===== src/hw/rtl/sts_pkg.sv =====
package sts_pkg;

    // field widths of the token position counters
    localparam int OFFSET_BITS = 24;
    localparam int LINE_BITS   = 20;
    localparam int COLUMN_BITS = 16;

    // result queue depth, a power of two so the pointers wrap on their own
    localparam int QUEUE_DEPTH = 4;
    localparam int QUEUE_PTR_BITS = $clog2(QUEUE_DEPTH);

    // keyword buffer depth and number of keywords
    localparam int KW_CHARS = 6;
    localparam int KW_COUNT = 16;

    typedef logic [4:0] kind_t;

    // token kinds
    localparam kind_t K_IDENT   = 5'd16;
    localparam kind_t K_INTEGER = 5'd17;
    localparam kind_t K_STRING  = 5'd18;
    localparam kind_t K_COMMA   = 5'd19;
    localparam kind_t K_SEMI    = 5'd20;
    localparam kind_t K_LPAREN  = 5'd21;
    localparam kind_t K_RPAREN  = 5'd22;
    localparam kind_t K_STAR    = 5'd23;
    localparam kind_t K_EQ      = 5'd24;
    localparam kind_t K_NE      = 5'd25;
    localparam kind_t K_LT      = 5'd26;
    localparam kind_t K_LE      = 5'd27;
    localparam kind_t K_GT      = 5'd28;
    localparam kind_t K_GE      = 5'd29;
    localparam kind_t K_EOF     = 5'd30;
    localparam kind_t K_BAD     = 5'd31;

    // character codes
    localparam logic [7:0] CH_SPACE  = 8'h20;
    localparam logic [7:0] CH_TAB    = 8'h09;
    localparam logic [7:0] CH_LF     = 8'h0A;
    localparam logic [7:0] CH_CR     = 8'h0D;
    localparam logic [7:0] CH_UNDER  = "_";
    localparam logic [7:0] CH_QUOTE  = 8'h27;
    localparam logic [7:0] CH_LESS   = "<";
    localparam logic [7:0] CH_GT     = ">";
    localparam logic [7:0] CH_BANG   = "!";
    localparam logic [7:0] CH_DASH   = "-";
    localparam logic [7:0] CH_EQ     = "=";
    localparam logic [7:0] CH_COMMA  = ",";
    localparam logic [7:0] CH_SEMI   = ";";
    localparam logic [7:0] CH_LPAREN = "(";
    localparam logic [7:0] CH_RPAREN = ")";
    localparam logic [7:0] CH_STAR   = "*";

    // keyword text, left justified, first character in the top byte
    localparam logic [8*KW_CHARS-1:0] KW_TEXT [KW_COUNT] = '{
        "select",
        {"from", 16'h0},
        {"where", 8'h0},
        "insert",
        {"into", 16'h0},
        "create",
        {"table", 8'h0},
        "values",
        {"int", 24'h0},
        {"text", 16'h0},
        {"and", 24'h0},
        {"or", 32'h0},
        {"not", 24'h0},
        {"null", 16'h0},
        {"true", 16'h0},
        {"false", 8'h0}
    };

    localparam logic [2:0] KW_LEN [KW_COUNT] = '{
        3'd6, 3'd4, 3'd5, 3'd6, 3'd4, 3'd6, 3'd5, 3'd6,
        3'd3, 3'd4, 3'd3, 3'd2, 3'd3, 3'd4, 3'd4, 3'd5
    };

    typedef enum logic [3:0] {
        M_IDLE,
        M_WORD,
        M_DIGITS,
        M_STR,
        M_STRQ,
        M_LT,
        M_GT,
        M_BANG,
        M_DASH,
        M_REM
    } scan_mode_t;

    typedef struct packed {
        logic [7:0] byte_value;
        logic       end_of_input;
    } scan_req_t;

    typedef struct packed {
        kind_t                  token_kind;
        logic [OFFSET_BITS-1:0] token_offset;
        logic [OFFSET_BITS-1:0] token_length;
        logic [LINE_BITS-1:0]   token_line;
        logic [COLUMN_BITS-1:0] token_column;
        logic                   last_of_run;
    } token_t;

    typedef struct packed {
        logic [1:0] count;
        token_t     first;
        token_t     second;
    } token_pair_t;

    typedef struct packed {
        scan_mode_t             scan_mode;
        logic [OFFSET_BITS-1:0] byte_offset;
        logic [LINE_BITS-1:0]   line_number;
        logic [COLUMN_BITS-1:0] column_number;
        logic [OFFSET_BITS-1:0] start_offset;
        logic [LINE_BITS-1:0]   start_line;
        logic [COLUMN_BITS-1:0] start_column;
        logic [2:0]             word_length;
    } scan_state_t;

    localparam scan_state_t SCAN_RESET = '{
        scan_mode:     M_IDLE,
        byte_offset:   '0,
        line_number:   LINE_BITS'(1),
        column_number: COLUMN_BITS'(1),
        start_offset:  '0,
        start_line:    LINE_BITS'(1),
        start_column:  COLUMN_BITS'(1),
        word_length:   3'd0
    };

endpackage


===== src/hw/rtl/sql_token_scanner_top.sv =====
// channel  | signals                               | payload
// request  | byte_valid, byte_stall, byte_item     | sts_pkg::scan_req_t
// result   | token_valid, token_stall, token_item  | sts_pkg::token_t
//
// one request per cycle while byte_stall is low; the scan state updates at the
// accepting edge and its tokens (zero, one or two) appear in the result queue
// from the next cycle; the four-entry result queue drains one token per cycle
// while token_stall is low; since one request can make two tokens, the request
// side stalls while the queue has under two free slots; reset clears the scan state
// and empties the queue; end of input returns the scan state to its reset value
module sql_token_scanner_top
(
    input  logic               clk,
    input  logic               rst_n,
    input  logic               byte_valid,
    output logic               byte_stall,
    input  sts_pkg::scan_req_t byte_item,
    output logic               token_valid,
    input  logic               token_stall,
    output sts_pkg::token_t    token_item
);

    sts_pkg::scan_state_t               state_reg, state_next;
    logic [sts_pkg::KW_CHARS-1:0][7:0]  kbuf_reg, kbuf_next;
    sts_pkg::token_pair_t               tokens;
    logic                               full;
    logic                               accept;

    assign byte_stall = full;
    assign accept     = byte_valid && !full;

    // per-byte scan logic
    sts_step u_step
    (
        .state      (state_reg),
        .kbuf       (kbuf_reg),
        .req        (byte_item),
        .state_next (state_next),
        .kbuf_next  (kbuf_next),
        .tokens     (tokens)
    );

    // scan state register
    always_ff @(posedge clk or negedge rst_n)
    begin
        if (!rst_n)
        begin
            state_reg <= sts_pkg::SCAN_RESET;
        end
        else if (accept)
        begin
            state_reg <= state_next;
        end
    end

    // keyword buffer, read only after written
    always_ff @(posedge clk)
    begin
        if (accept)
        begin
            kbuf_reg <= kbuf_next;
        end
    end

    // result queue
    sts_out_queue u_queue
    (
        .clk         (clk),
        .rst_n       (rst_n),
        .push        (accept),
        .tokens      (tokens),
        .full        (full),
        .token_valid (token_valid),
        .token_stall (token_stall),
        .token_item  (token_item)
    );

endmodule


===== src/hw/rtl/sts_step.sv =====
module sts_step
(
    input  sts_pkg::scan_state_t state,
    input  logic [sts_pkg::KW_CHARS-1:0][7:0] kbuf,
    input  sts_pkg::scan_req_t   req,
    output sts_pkg::scan_state_t state_next,
    output logic [sts_pkg::KW_CHARS-1:0][7:0] kbuf_next,
    output sts_pkg::token_pair_t tokens
);

    function automatic logic is_alpha(input logic [7:0] c);
        is_alpha = (c >= "a" && c <= "z") || (c >= "A" && c <= "Z");
    endfunction

    function automatic logic is_digit(input logic [7:0] c);
        is_digit = (c >= "0" && c <= "9");
    endfunction

    function automatic logic [7:0] to_lower(input logic [7:0] c);
        to_lower = (c >= "A" && c <= "Z") ? c + 8'd32 : c;
    endfunction

    logic [7:0]                      b;
    logic [sts_pkg::OFFSET_BITS-1:0] next_offset;
    sts_pkg::kind_t                  word_kind;
    logic                            hit;

    logic                            pend_en;
    sts_pkg::kind_t                  pend_kind;
    logic [sts_pkg::OFFSET_BITS-1:0] pend_end;
    logic                            run_idle;

    logic                            b_en;
    sts_pkg::kind_t                  b_kind;
    logic [sts_pkg::OFFSET_BITS-1:0] b_len;

    sts_pkg::token_t                 pend_tok;
    sts_pkg::token_t                 b_tok;

    assign b = req.byte_value;
    assign next_offset = (state.byte_offset == '1) ? state.byte_offset
                                                   : state.byte_offset + 1'b1;

    // keyword match on the buffered lowercase bytes
    always_comb
    begin
        word_kind = sts_pkg::K_IDENT;
        hit = 1'b0;
        for (int k = sts_pkg::KW_COUNT - 1; k >= 0; k--)
        begin
            hit = (sts_pkg::KW_LEN[k] == state.word_length);
            for (int i = 0; i < sts_pkg::KW_CHARS; i++)
            begin
                if (3'(i) < state.word_length &&
                    kbuf[i] != sts_pkg::KW_TEXT[k][8*(sts_pkg::KW_CHARS-i)-1 -: 8])
                begin
                    hit = 1'b0;
                end
            end
            if (hit)
            begin
                word_kind = 5'(k);
            end
        end
    end

    // mode transition for one request
    always_comb
    begin
        state_next = state;
        kbuf_next  = kbuf;
        pend_en    = 1'b0;
        pend_kind  = sts_pkg::K_BAD;
        pend_end   = state.byte_offset;
        run_idle   = 1'b0;
        b_en       = 1'b0;
        b_kind     = sts_pkg::K_BAD;
        b_len      = next_offset - state.byte_offset;

        if (req.end_of_input)
        begin
            // flush pending token, then end of file at the current position
            unique case (state.scan_mode)
                sts_pkg::M_WORD:
                begin
                    pend_en = 1'b1;
                    pend_kind = word_kind;
                end
                sts_pkg::M_DIGITS:
                begin
                    pend_en = 1'b1;
                    pend_kind = sts_pkg::K_INTEGER;
                end
                sts_pkg::M_STRQ:
                begin
                    pend_en = 1'b1;
                    pend_kind = sts_pkg::K_STRING;
                end
                sts_pkg::M_LT:
                begin
                    pend_en = 1'b1;
                    pend_kind = sts_pkg::K_LT;
                end
                sts_pkg::M_GT:
                begin
                    pend_en = 1'b1;
                    pend_kind = sts_pkg::K_GT;
                end
                sts_pkg::M_STR, sts_pkg::M_BANG, sts_pkg::M_DASH:
                begin
                    pend_en = 1'b1;
                    pend_kind = sts_pkg::K_BAD;
                end
                default:
                begin
                    pend_en = 1'b0;
                end
            endcase
            b_en = 1'b1;
            b_kind = sts_pkg::K_EOF;
            b_len = '0;
            state_next = sts_pkg::SCAN_RESET;
        end
        else
        begin
            unique case (state.scan_mode)
                sts_pkg::M_WORD:
                begin
                    if (is_alpha(b) || is_digit(b) || b == sts_pkg::CH_UNDER)
                    begin
                        if (state.word_length < 3'(sts_pkg::KW_CHARS))
                        begin
                            kbuf_next[state.word_length] = to_lower(b);
                        end
                        if (state.word_length != 3'd7)
                        begin
                            state_next.word_length = state.word_length + 3'd1;
                        end
                    end
                    else
                    begin
                        pend_en = 1'b1;
                        pend_kind = word_kind;
                        run_idle = 1'b1;
                    end
                end
                sts_pkg::M_DIGITS:
                begin
                    if (!is_digit(b))
                    begin
                        pend_en = 1'b1;
                        pend_kind = sts_pkg::K_INTEGER;
                        run_idle = 1'b1;
                    end
                end
                sts_pkg::M_STR:
                begin
                    if (b == sts_pkg::CH_QUOTE)
                    begin
                        state_next.scan_mode = sts_pkg::M_STRQ;
                    end
                end
                sts_pkg::M_STRQ:
                begin
                    if (b == sts_pkg::CH_QUOTE)
                    begin
                        state_next.scan_mode = sts_pkg::M_STR;
                    end
                    else
                    begin
                        pend_en = 1'b1;
                        pend_kind = sts_pkg::K_STRING;
                        run_idle = 1'b1;
                    end
                end
                sts_pkg::M_LT:
                begin
                    pend_en = 1'b1;
                    if (b == sts_pkg::CH_EQ || b == sts_pkg::CH_GT)
                    begin
                        pend_kind = (b == sts_pkg::CH_EQ) ? sts_pkg::K_LE : sts_pkg::K_NE;
                        pend_end = next_offset;
                        state_next.scan_mode = sts_pkg::M_IDLE;
                    end
                    else
                    begin
                        pend_kind = sts_pkg::K_LT;
                        run_idle = 1'b1;
                    end
                end
                sts_pkg::M_GT, sts_pkg::M_BANG:
                begin
                    pend_en = 1'b1;
                    if (b == sts_pkg::CH_EQ)
                    begin
                        pend_kind = (state.scan_mode == sts_pkg::M_GT) ? sts_pkg::K_GE
                                                                       : sts_pkg::K_NE;
                        pend_end = next_offset;
                        state_next.scan_mode = sts_pkg::M_IDLE;
                    end
                    else
                    begin
                        pend_kind = (state.scan_mode == sts_pkg::M_GT) ? sts_pkg::K_GT
                                                                       : sts_pkg::K_BAD;
                        run_idle = 1'b1;
                    end
                end
                sts_pkg::M_DASH:
                begin
                    if (b == sts_pkg::CH_DASH)
                    begin
                        state_next.scan_mode = sts_pkg::M_REM;
                    end
                    else
                    begin
                        pend_en = 1'b1;
                        pend_kind = sts_pkg::K_BAD;
                        run_idle = 1'b1;
                    end
                end
                sts_pkg::M_REM:
                begin
                    if (b == sts_pkg::CH_LF)
                    begin
                        state_next.scan_mode = sts_pkg::M_IDLE;
                    end
                end
                default:
                begin
                    run_idle = 1'b1;
                end
            endcase

            // scan the byte from idle
            if (run_idle)
            begin
                state_next.scan_mode = sts_pkg::M_IDLE;
                if (!(b == sts_pkg::CH_SPACE || b == sts_pkg::CH_TAB ||
                      b == sts_pkg::CH_LF || b == sts_pkg::CH_CR))
                begin
                    state_next.start_offset = state.byte_offset;
                    state_next.start_line   = state.line_number;
                    state_next.start_column = state.column_number;
                    priority if (is_alpha(b) || b == sts_pkg::CH_UNDER)
                    begin
                        kbuf_next[0] = to_lower(b);
                        state_next.word_length = 3'd1;
                        state_next.scan_mode = sts_pkg::M_WORD;
                    end
                    else if (is_digit(b))
                    begin
                        state_next.scan_mode = sts_pkg::M_DIGITS;
                    end
                    else if (b == sts_pkg::CH_QUOTE)
                    begin
                        state_next.scan_mode = sts_pkg::M_STR;
                    end
                    else if (b == sts_pkg::CH_LESS)
                    begin
                        state_next.scan_mode = sts_pkg::M_LT;
                    end
                    else if (b == sts_pkg::CH_GT)
                    begin
                        state_next.scan_mode = sts_pkg::M_GT;
                    end
                    else if (b == sts_pkg::CH_BANG)
                    begin
                        state_next.scan_mode = sts_pkg::M_BANG;
                    end
                    else if (b == sts_pkg::CH_DASH)
                    begin
                        state_next.scan_mode = sts_pkg::M_DASH;
                    end
                    else
                    begin
                        b_en = 1'b1;
                        priority if (b == sts_pkg::CH_COMMA)  b_kind = sts_pkg::K_COMMA;
                        else if (b == sts_pkg::CH_SEMI)       b_kind = sts_pkg::K_SEMI;
                        else if (b == sts_pkg::CH_LPAREN)     b_kind = sts_pkg::K_LPAREN;
                        else if (b == sts_pkg::CH_RPAREN)     b_kind = sts_pkg::K_RPAREN;
                        else if (b == sts_pkg::CH_STAR)       b_kind = sts_pkg::K_STAR;
                        else if (b == sts_pkg::CH_EQ)         b_kind = sts_pkg::K_EQ;
                        else                                  b_kind = sts_pkg::K_BAD;
                    end
                end
            end

            // position counters, saturating
            state_next.byte_offset = next_offset;
            if (b == sts_pkg::CH_LF)
            begin
                if (state.line_number != '1)
                begin
                    state_next.line_number = state.line_number + 1'b1;
                end
                state_next.column_number = sts_pkg::COLUMN_BITS'(1);
            end
            else if (state.column_number != '1)
            begin
                state_next.column_number = state.column_number + 1'b1;
            end
        end
    end

    // token assembly
    always_comb
    begin
        pend_tok.token_kind   = pend_kind;
        pend_tok.token_offset = state.start_offset;
        pend_tok.token_length = pend_end - state.start_offset;
        pend_tok.token_line   = state.start_line;
        pend_tok.token_column = state.start_column;
        pend_tok.last_of_run  = !b_en;

        b_tok.token_kind   = b_kind;
        b_tok.token_offset = state.byte_offset;
        b_tok.token_length = b_len;
        b_tok.token_line   = state.line_number;
        b_tok.token_column = state.column_number;
        b_tok.last_of_run  = 1'b1;

        tokens.count  = {1'b0, pend_en} + {1'b0, b_en};
        tokens.first  = pend_en ? pend_tok : b_tok;
        tokens.second = b_tok;
    end

endmodule


===== src/hw/rtl/sts_out_queue.sv =====
module sts_out_queue
(
    input  logic                 clk,
    input  logic                 rst_n,
    input  logic                 push,
    input  sts_pkg::token_pair_t tokens,
    output logic                 full,
    output logic                 token_valid,
    input  logic                 token_stall,
    output sts_pkg::token_t      token_item
);

    sts_pkg::token_t                    mem [sts_pkg::QUEUE_DEPTH];
    logic [sts_pkg::QUEUE_PTR_BITS-1:0] wr_ptr_reg, wr_ptr_next;
    logic [sts_pkg::QUEUE_PTR_BITS-1:0] rd_ptr_reg, rd_ptr_next;
    logic [sts_pkg::QUEUE_PTR_BITS:0]   count_reg, count_next;
    logic [1:0]                         wr_num;
    logic                               pop;

    // room for two tokens is needed before a request is taken
    assign full        = count_reg > (sts_pkg::QUEUE_PTR_BITS+1)'(sts_pkg::QUEUE_DEPTH - 2);
    assign token_valid = count_reg != '0;
    assign token_item  = mem[rd_ptr_reg];
    assign pop         = token_valid && !token_stall;
    assign wr_num      = push ? tokens.count : 2'd0;

    // pointer and fill level
    always_comb
    begin
        wr_ptr_next = wr_ptr_reg + sts_pkg::QUEUE_PTR_BITS'(wr_num);
        rd_ptr_next = rd_ptr_reg + sts_pkg::QUEUE_PTR_BITS'(pop);
        count_next  = count_reg + (sts_pkg::QUEUE_PTR_BITS+1)'(wr_num)
                      - (sts_pkg::QUEUE_PTR_BITS+1)'(pop);
    end

    always_ff @(posedge clk or negedge rst_n)
    begin
        if (!rst_n)
        begin
            wr_ptr_reg <= '0;
            rd_ptr_reg <= '0;
            count_reg  <= '0;
        end
        else
        begin
            wr_ptr_reg <= wr_ptr_next;
            rd_ptr_reg <= rd_ptr_next;
            count_reg  <= count_next;
        end
    end

    // token storage
    always_ff @(posedge clk)
    begin
        if (wr_num != 2'd0)
        begin
            mem[wr_ptr_reg] <= tokens.first;
        end
        if (wr_num == 2'd2)
        begin
            mem[wr_ptr_reg + 1'b1] <= tokens.second;
        end
    end

endmodule

===== config.mk =====
export PLATFORM = sky130hd
export DESIGN_NAME = sql_token_scanner_top
export DESIGN_NICKNAME = d
export VERILOG_FILES = /design/src/hw/rtl/sts_pkg.sv /design/src/hw/rtl/sql_token_scanner_top.sv /design/src/hw/rtl/sts_step.sv /design/src/hw/rtl/sts_out_queue.sv
export SDC_FILE = /design/constraint.sdc
export NUM_CORES = 1
export LEC_CHECK = 0
export BUFFER_PORTS_ARGS = -buffer_cell sky130_fd_sc_hd__buf_2
export CORE_MARGIN = 2
export CORE_UTILIZATION = 55
export DETAILED_ROUTE_END_ITERATION = 12
export GPL_TIMING_DRIVEN = 1
export PLACE_DENSITY = 0.72
export SYNTH_ARGS = -nofsm -noshare
export SYNTH_HDL_FRONTEND = slang
export SYNTH_HIERARCHICAL = 1
export SYNTH_SLANG_ARGS = --single-unit

===== constraint.sdc =====
create_clock -name clk -period 18.7 [get_ports clk]
set_input_delay 0.935 -clock clk [delete_from_list [all_inputs] [get_ports clk]]
set_output_delay 0.935 -clock clk [all_outputs]
set_load 0.1 [all_outputs]

Yosys cells after proc, flatten, opt, wreduce, memory -nomap -nowiden. Memory sizes are Yosys's and may differ from the RTL's. Cells that the tools add are included.

Register bits: 182. RAM bits: 360. Input bits: 13. Memories kept: 1.

Memories: u_queue.mem (words 4, bits a word 90, read ports 1, clocked after memory_dff 0, write ports 2, line sts_out_queue.sv:13) `sts_pkg::token_t mem [sts_pkg::QUEUE_DEPTH];`.

Add/sub/neg operators: 13. Order comparisons: 16. Eq/ne operators: 84. Muxes and demuxes: 207. Bitwise logic cells: 1. Reductions and logical operators: 84.

Operators with widths (number): $ne 8x7->1 const B (42); $mux 5 (35); $mux 127 (1); $mux 63 (2); $mux 24 (5); $mux 1 (117); $eq 8x6->1 const B (12); $mux 90 (1); $mux 4 (17); $mux 8 (8); $logic_and 1x1->1 (52); $pmux 5 s5 (2); $bwmux 48 (1); $pmux 24 s2 (1); $sub 24x24->24 (2); $mux 20 (2); $reduce_bool 8->1 (5); $mux 16 (2); $add 24x1->24 const B (1); $demux 8 s3 (1); $eq 24x24->1 const B (1); $eq 8x4->1 const B (3); $ne 4x2->1 const B (6); $pmux 4 s6 (1); 49 further kinds (85).

Depth between registers and ports, before layout.
Word-level depth: 28. Mapped depth: 21. Mapped depth without buffers: 20.

Hierarchy. The synthesis kept the hierarchy.

Modules (own cells, without submodules): sts_out_queue (times used 1, cells each 916, area each 17670.7 sq um); sts_step (times used 1, cells each 1586, area each 9442.8 sq um); sql_token_scanner_top (times used 1, cells each 317, area each 6786.5 sq um).

Least setup slack after synthesis. Ideal clock, no wire load.

Path type: input -> register. From: in byte_item[6] (netlist name). To: mem u_queue/mem[1][0] (netlist name) (enable). Setup time: 0.539 ns. Arrival: 7.303 ns. Required time: 18.161 ns. Setup slack: 10.858 ns. Cell stages on the path: 14. Cell sequence: buf_4 -> or3b_4 -> nor4_2 -> o31ai_1 -> a21oi_1 -> mux2i_1 -> nor2_2 -> inv_2 -> buf_2 -> buf_2 -> ha_1 -> mux2_2 -> nand2_1 -> nor2_1.

RTL lines: start, declared (line sql_token_scanner_top.sv:17) `input sts_pkg::scan_req_t byte_item,`; end, declared (line sts_out_queue.sv:13).

==> impl_metrics.yaml <==
route:
  via_per_inst: 6.23
  wirelength_um: 87100
  ant_nets: 0
  num_vias: 22700
  drc: 0
  first_pass_iters: 6
  drt_iter0_markers: 2070
  wl_per_cell_um: 24.0
die:
  initial_core_util: 0.552
  core_area_mm2: 0.0614
  fp.dieH_um: 252
  die_area_mm2: 0.0636
  rows: 91
  die_x_um: 252
  num_io_pins: 105
grt:
  track_usage: 0.272
  grt_overflow: 0
  grt_pass1_vias: 22300
  grt_max_degree: 87
  grt_pass1_wl_um: 134000
  antenna_found_initial: 1
yosys:
  synth_ff_type: "edfxtp_1"
  synth_warnings: 6
  synth_fa_ha_area_frac: 0.0235
  avgSynthCellArea_um2: 12.0
  yosys.cell_types.count: 90
  synth-seq-cells: 542
  synth_mux_area_frac: 0.259
  yosys.area_share.xor_xnor: 0.0274
  synth_compound_area_frac: 0.0672
  synth_sequential_area_ratio: 0.460
  synth_top_family_by_area: "multiplexers"
  synth_edf_count: 408
  synth_area_mm2: 0.0339
  synth-simple-area-share: 0.111
  syn_inst: 2819
  async_flop_share: 0.247
place:
  placed_area_mm2: 0.0343
  io_buffers: 104
  dp_hpwl_um: 56600
  place.gp.congestion: 0.933
clock_tree:
  cts.path.max_buffers: 3
  cts_hold_buf: 0
  clock_latency_ps: 640
  post_cts_buffers: 0
  cts-root-buf: "clkbuf_16"
  clock_sinks: 542
  cts_buffers: 59
  clk_pin_slew_worst_paths_ps: 60
  cts_max_level: 2
  cts_resized: 0
  cts_tree: "yes"
sta:
  rsz0062_at_grt: "no"
  fin_skew_ps: 13.7
  slew_headroom: 0.293
  finalSetupTns_ps: 0
  setup_viol: 0
  finalHoldViolCount: 0
  fmax_mhz: 163
  period_share: 0.328
  finalMaxSlewViolations: 0
  fin_crit_ps: 6130
  tightest_slew_ps: 1060
worst_setup_path:
  worstPathMaxFanout: 11
  end_kind: "flop"
  start_kind: "flop"
  arrival_ps: 6510
  reg2reg_depth: 19
  path_class: "flop to flop"
  crit_required_ps: 19080
cells_and_area:
  design_area_mm2: 0.0364
  largest_register_ffs: 360
  seq_area_mm2: 0.0156
  n_fill_cell: 4878
  final_nets: 2872
  multi_input_area_mm2: 0.0166
  area_growth_pct: 7.42
  num_antenna_cells: 0
  drive_gt1_frac: 0.275
pwr:
  comb_power_share: 0.477
  p_clk_frac: 0.224
  powerDensity_mw_per_mm2: 158
  irDropWorstVdd_uv: 188
  seqPwrFrac: 0.299
  net-switching-power_mw: 2.57
  p_sw_frac: 0.448
  intPower_mw: 3.17
  leakage_nw: 13.9
min_path:
  holdCritPathClass: "input pin to async pin"
outcome:
  status: "finished, final reports clean"
job:
  cap_violations: 0
## cells in the mapped netlist, types with 21 or more instances
library cell,n,share of area
clkbuf_1,54,0.0060
nand3_1,46,0.0068
a21o_1,21,0.0047
nand4_1,25,0.0046
dfrtp_1,130,0.096
mux4_2,90,0.060
nor3_1,40,0.0059
xor2_1,42,0.011
nand2b_1,27,0.0050
xnor2_1,64,0.017
o21ai_0,104,0.015
buf_2,64,0.0094
ha_1,59,0.022
inv_1,80,0.0089
nor2_1,239,0.026
mux2_1,98,0.033
mux2_4,119,0.053
mux2i_1,47,0.014
edfxtp_1,408,0.36
mux2_2,300,0.10
buf_4,65,0.014
nand2_1,238,0.026
and2_1,30,0.0055
a21oi_1,125,0.018
## power by group through the flow
stage,logic (mW),clock network (mW),registers (mW)
6_report,2.74,1.29,1.71
5_1_grt,2.88,1.35,1.73
4_1_cts,2.74,1.31,1.72
3_5_place_dp,2.72,0,1.74
3_3_place_gp,2.69,0,1.73
2_1_floorplan,2.29,0,1.65
## critical path, cell delays in order (launching register included)
cell,delay (ps)
dfrtp_1,530
and3_1,280
and3_1,270
nand4_1,330
nand4_1,360
nor2_2,460
nand3_1,210
nor3_1,320
xnor2_1,140
ha_1,400
and3_1,260
nor3b_1,310
nand4_1,140
o211a_1,280
a211oi_1,350
o21ai_0,200
xnor2_1,270
nor2_1,130
mux2_2,310
mux2_1,300
## final timing paths
| check | slack, ps | from | endpoint |
|---|---|---|---|
| setup / recovery | 12570 | state_reg[108] | u_queue/mem[1][60] |
| hold / removal | 360 | rst_n | state_reg[37] |
| setup reg to reg | 12570 | state_reg[108] | u_queue/mem[1][60] |
| hold reg to reg | 530 | u_queue/count_reg[2] | u_queue/count_reg[2] |
| max in group asynchronous | 16990 | rst_n | u_queue/rd_ptr_reg[0] |
| min in group clk | 530 | u_queue/count_reg[2] | u_queue/count_reg[2] |
## area by class of cell
| class | instances | share of cell area |
|---|---|---|
| multi-input combinational | 1982 | 0.456 |
| clock buffer | 77 | 0.0446 |
| tap | 790 | 0.0271 |
| timing repair buffer | 130 | 0.0199 |
| inverter | 82 | 0.00845 |
| clock inverter | 35 | 0.0148 |
| sequential | 542 | 0.429 |
## metal layers
metal	track usage	wire [um]	up-vias
li1	-	-	10400
met2	0.428	40100	804
met3	0.0419	5920	120
met5	0	8	-
met1	0.397	39300	11400
met4	0.0622	1800	2
## cells by family after synthesis
logic type,after synthesis
AO/OA/AOI/OAI,375
XOR/XNOR,106
adder cells (fa/ha/maj),62
buffers and inverters,296
flip-flops,542
multiplexers,654
other,1
AND/OR/NAND/NOR,783
## cells in the final DEF, fill, tap and decap left out, drive strengths merged, types with 6 or more instances in the layout
cell / n
a211oi: 12
a21o: 21
a21oi: 126
a22o: 6
a31oi: 16
and2: 30
and3: 19
and4: 7
buf: 130
bufinv: 12
clkbuf: 77
clkinv: 16
dfrtp: 130
edfxtp: 408
ha: 59
inv: 86
mux2: 517
mux2i: 47
mux4: 90
nand2: 239
nand2b: 28
nand3: 47
nand4: 25
nor2: 243
nor2b: 21
nor3: 40
nor3b: 9
nor4: 14
o211ai: 9
o21a: 11
o21ai: 110
o22ai: 7
o31ai: 13
or2: 9
or3: 13
or4: 7
xnor2: 64
xor2: 42
## metrics by stage
| stage | total power [mW] | setup slack, ps | hold slack, ps | instances | util |
|---|---|---|---|---|---|
| 6_report | 5.74 | 12570 | 363 | 3638 | 0.593 |
| 5_1_grt | 5.97 | 12180 | 422 | 3638 | 0.593 |
| 4_1_cts | 5.76 | 12650 | 411 | 3638 | 0.593 |
| 3_5_place_dp | 4.46 | 11970 | 521 | 3526 | 0.558 |
| 3_3_place_gp | 4.41 | 12060 | 487 | 3526 | 0.558 |
| 2_1_floorplan | 3.94 | 10860 | 469 | 2820 | - |
Power figures use the tool's default switching activity.
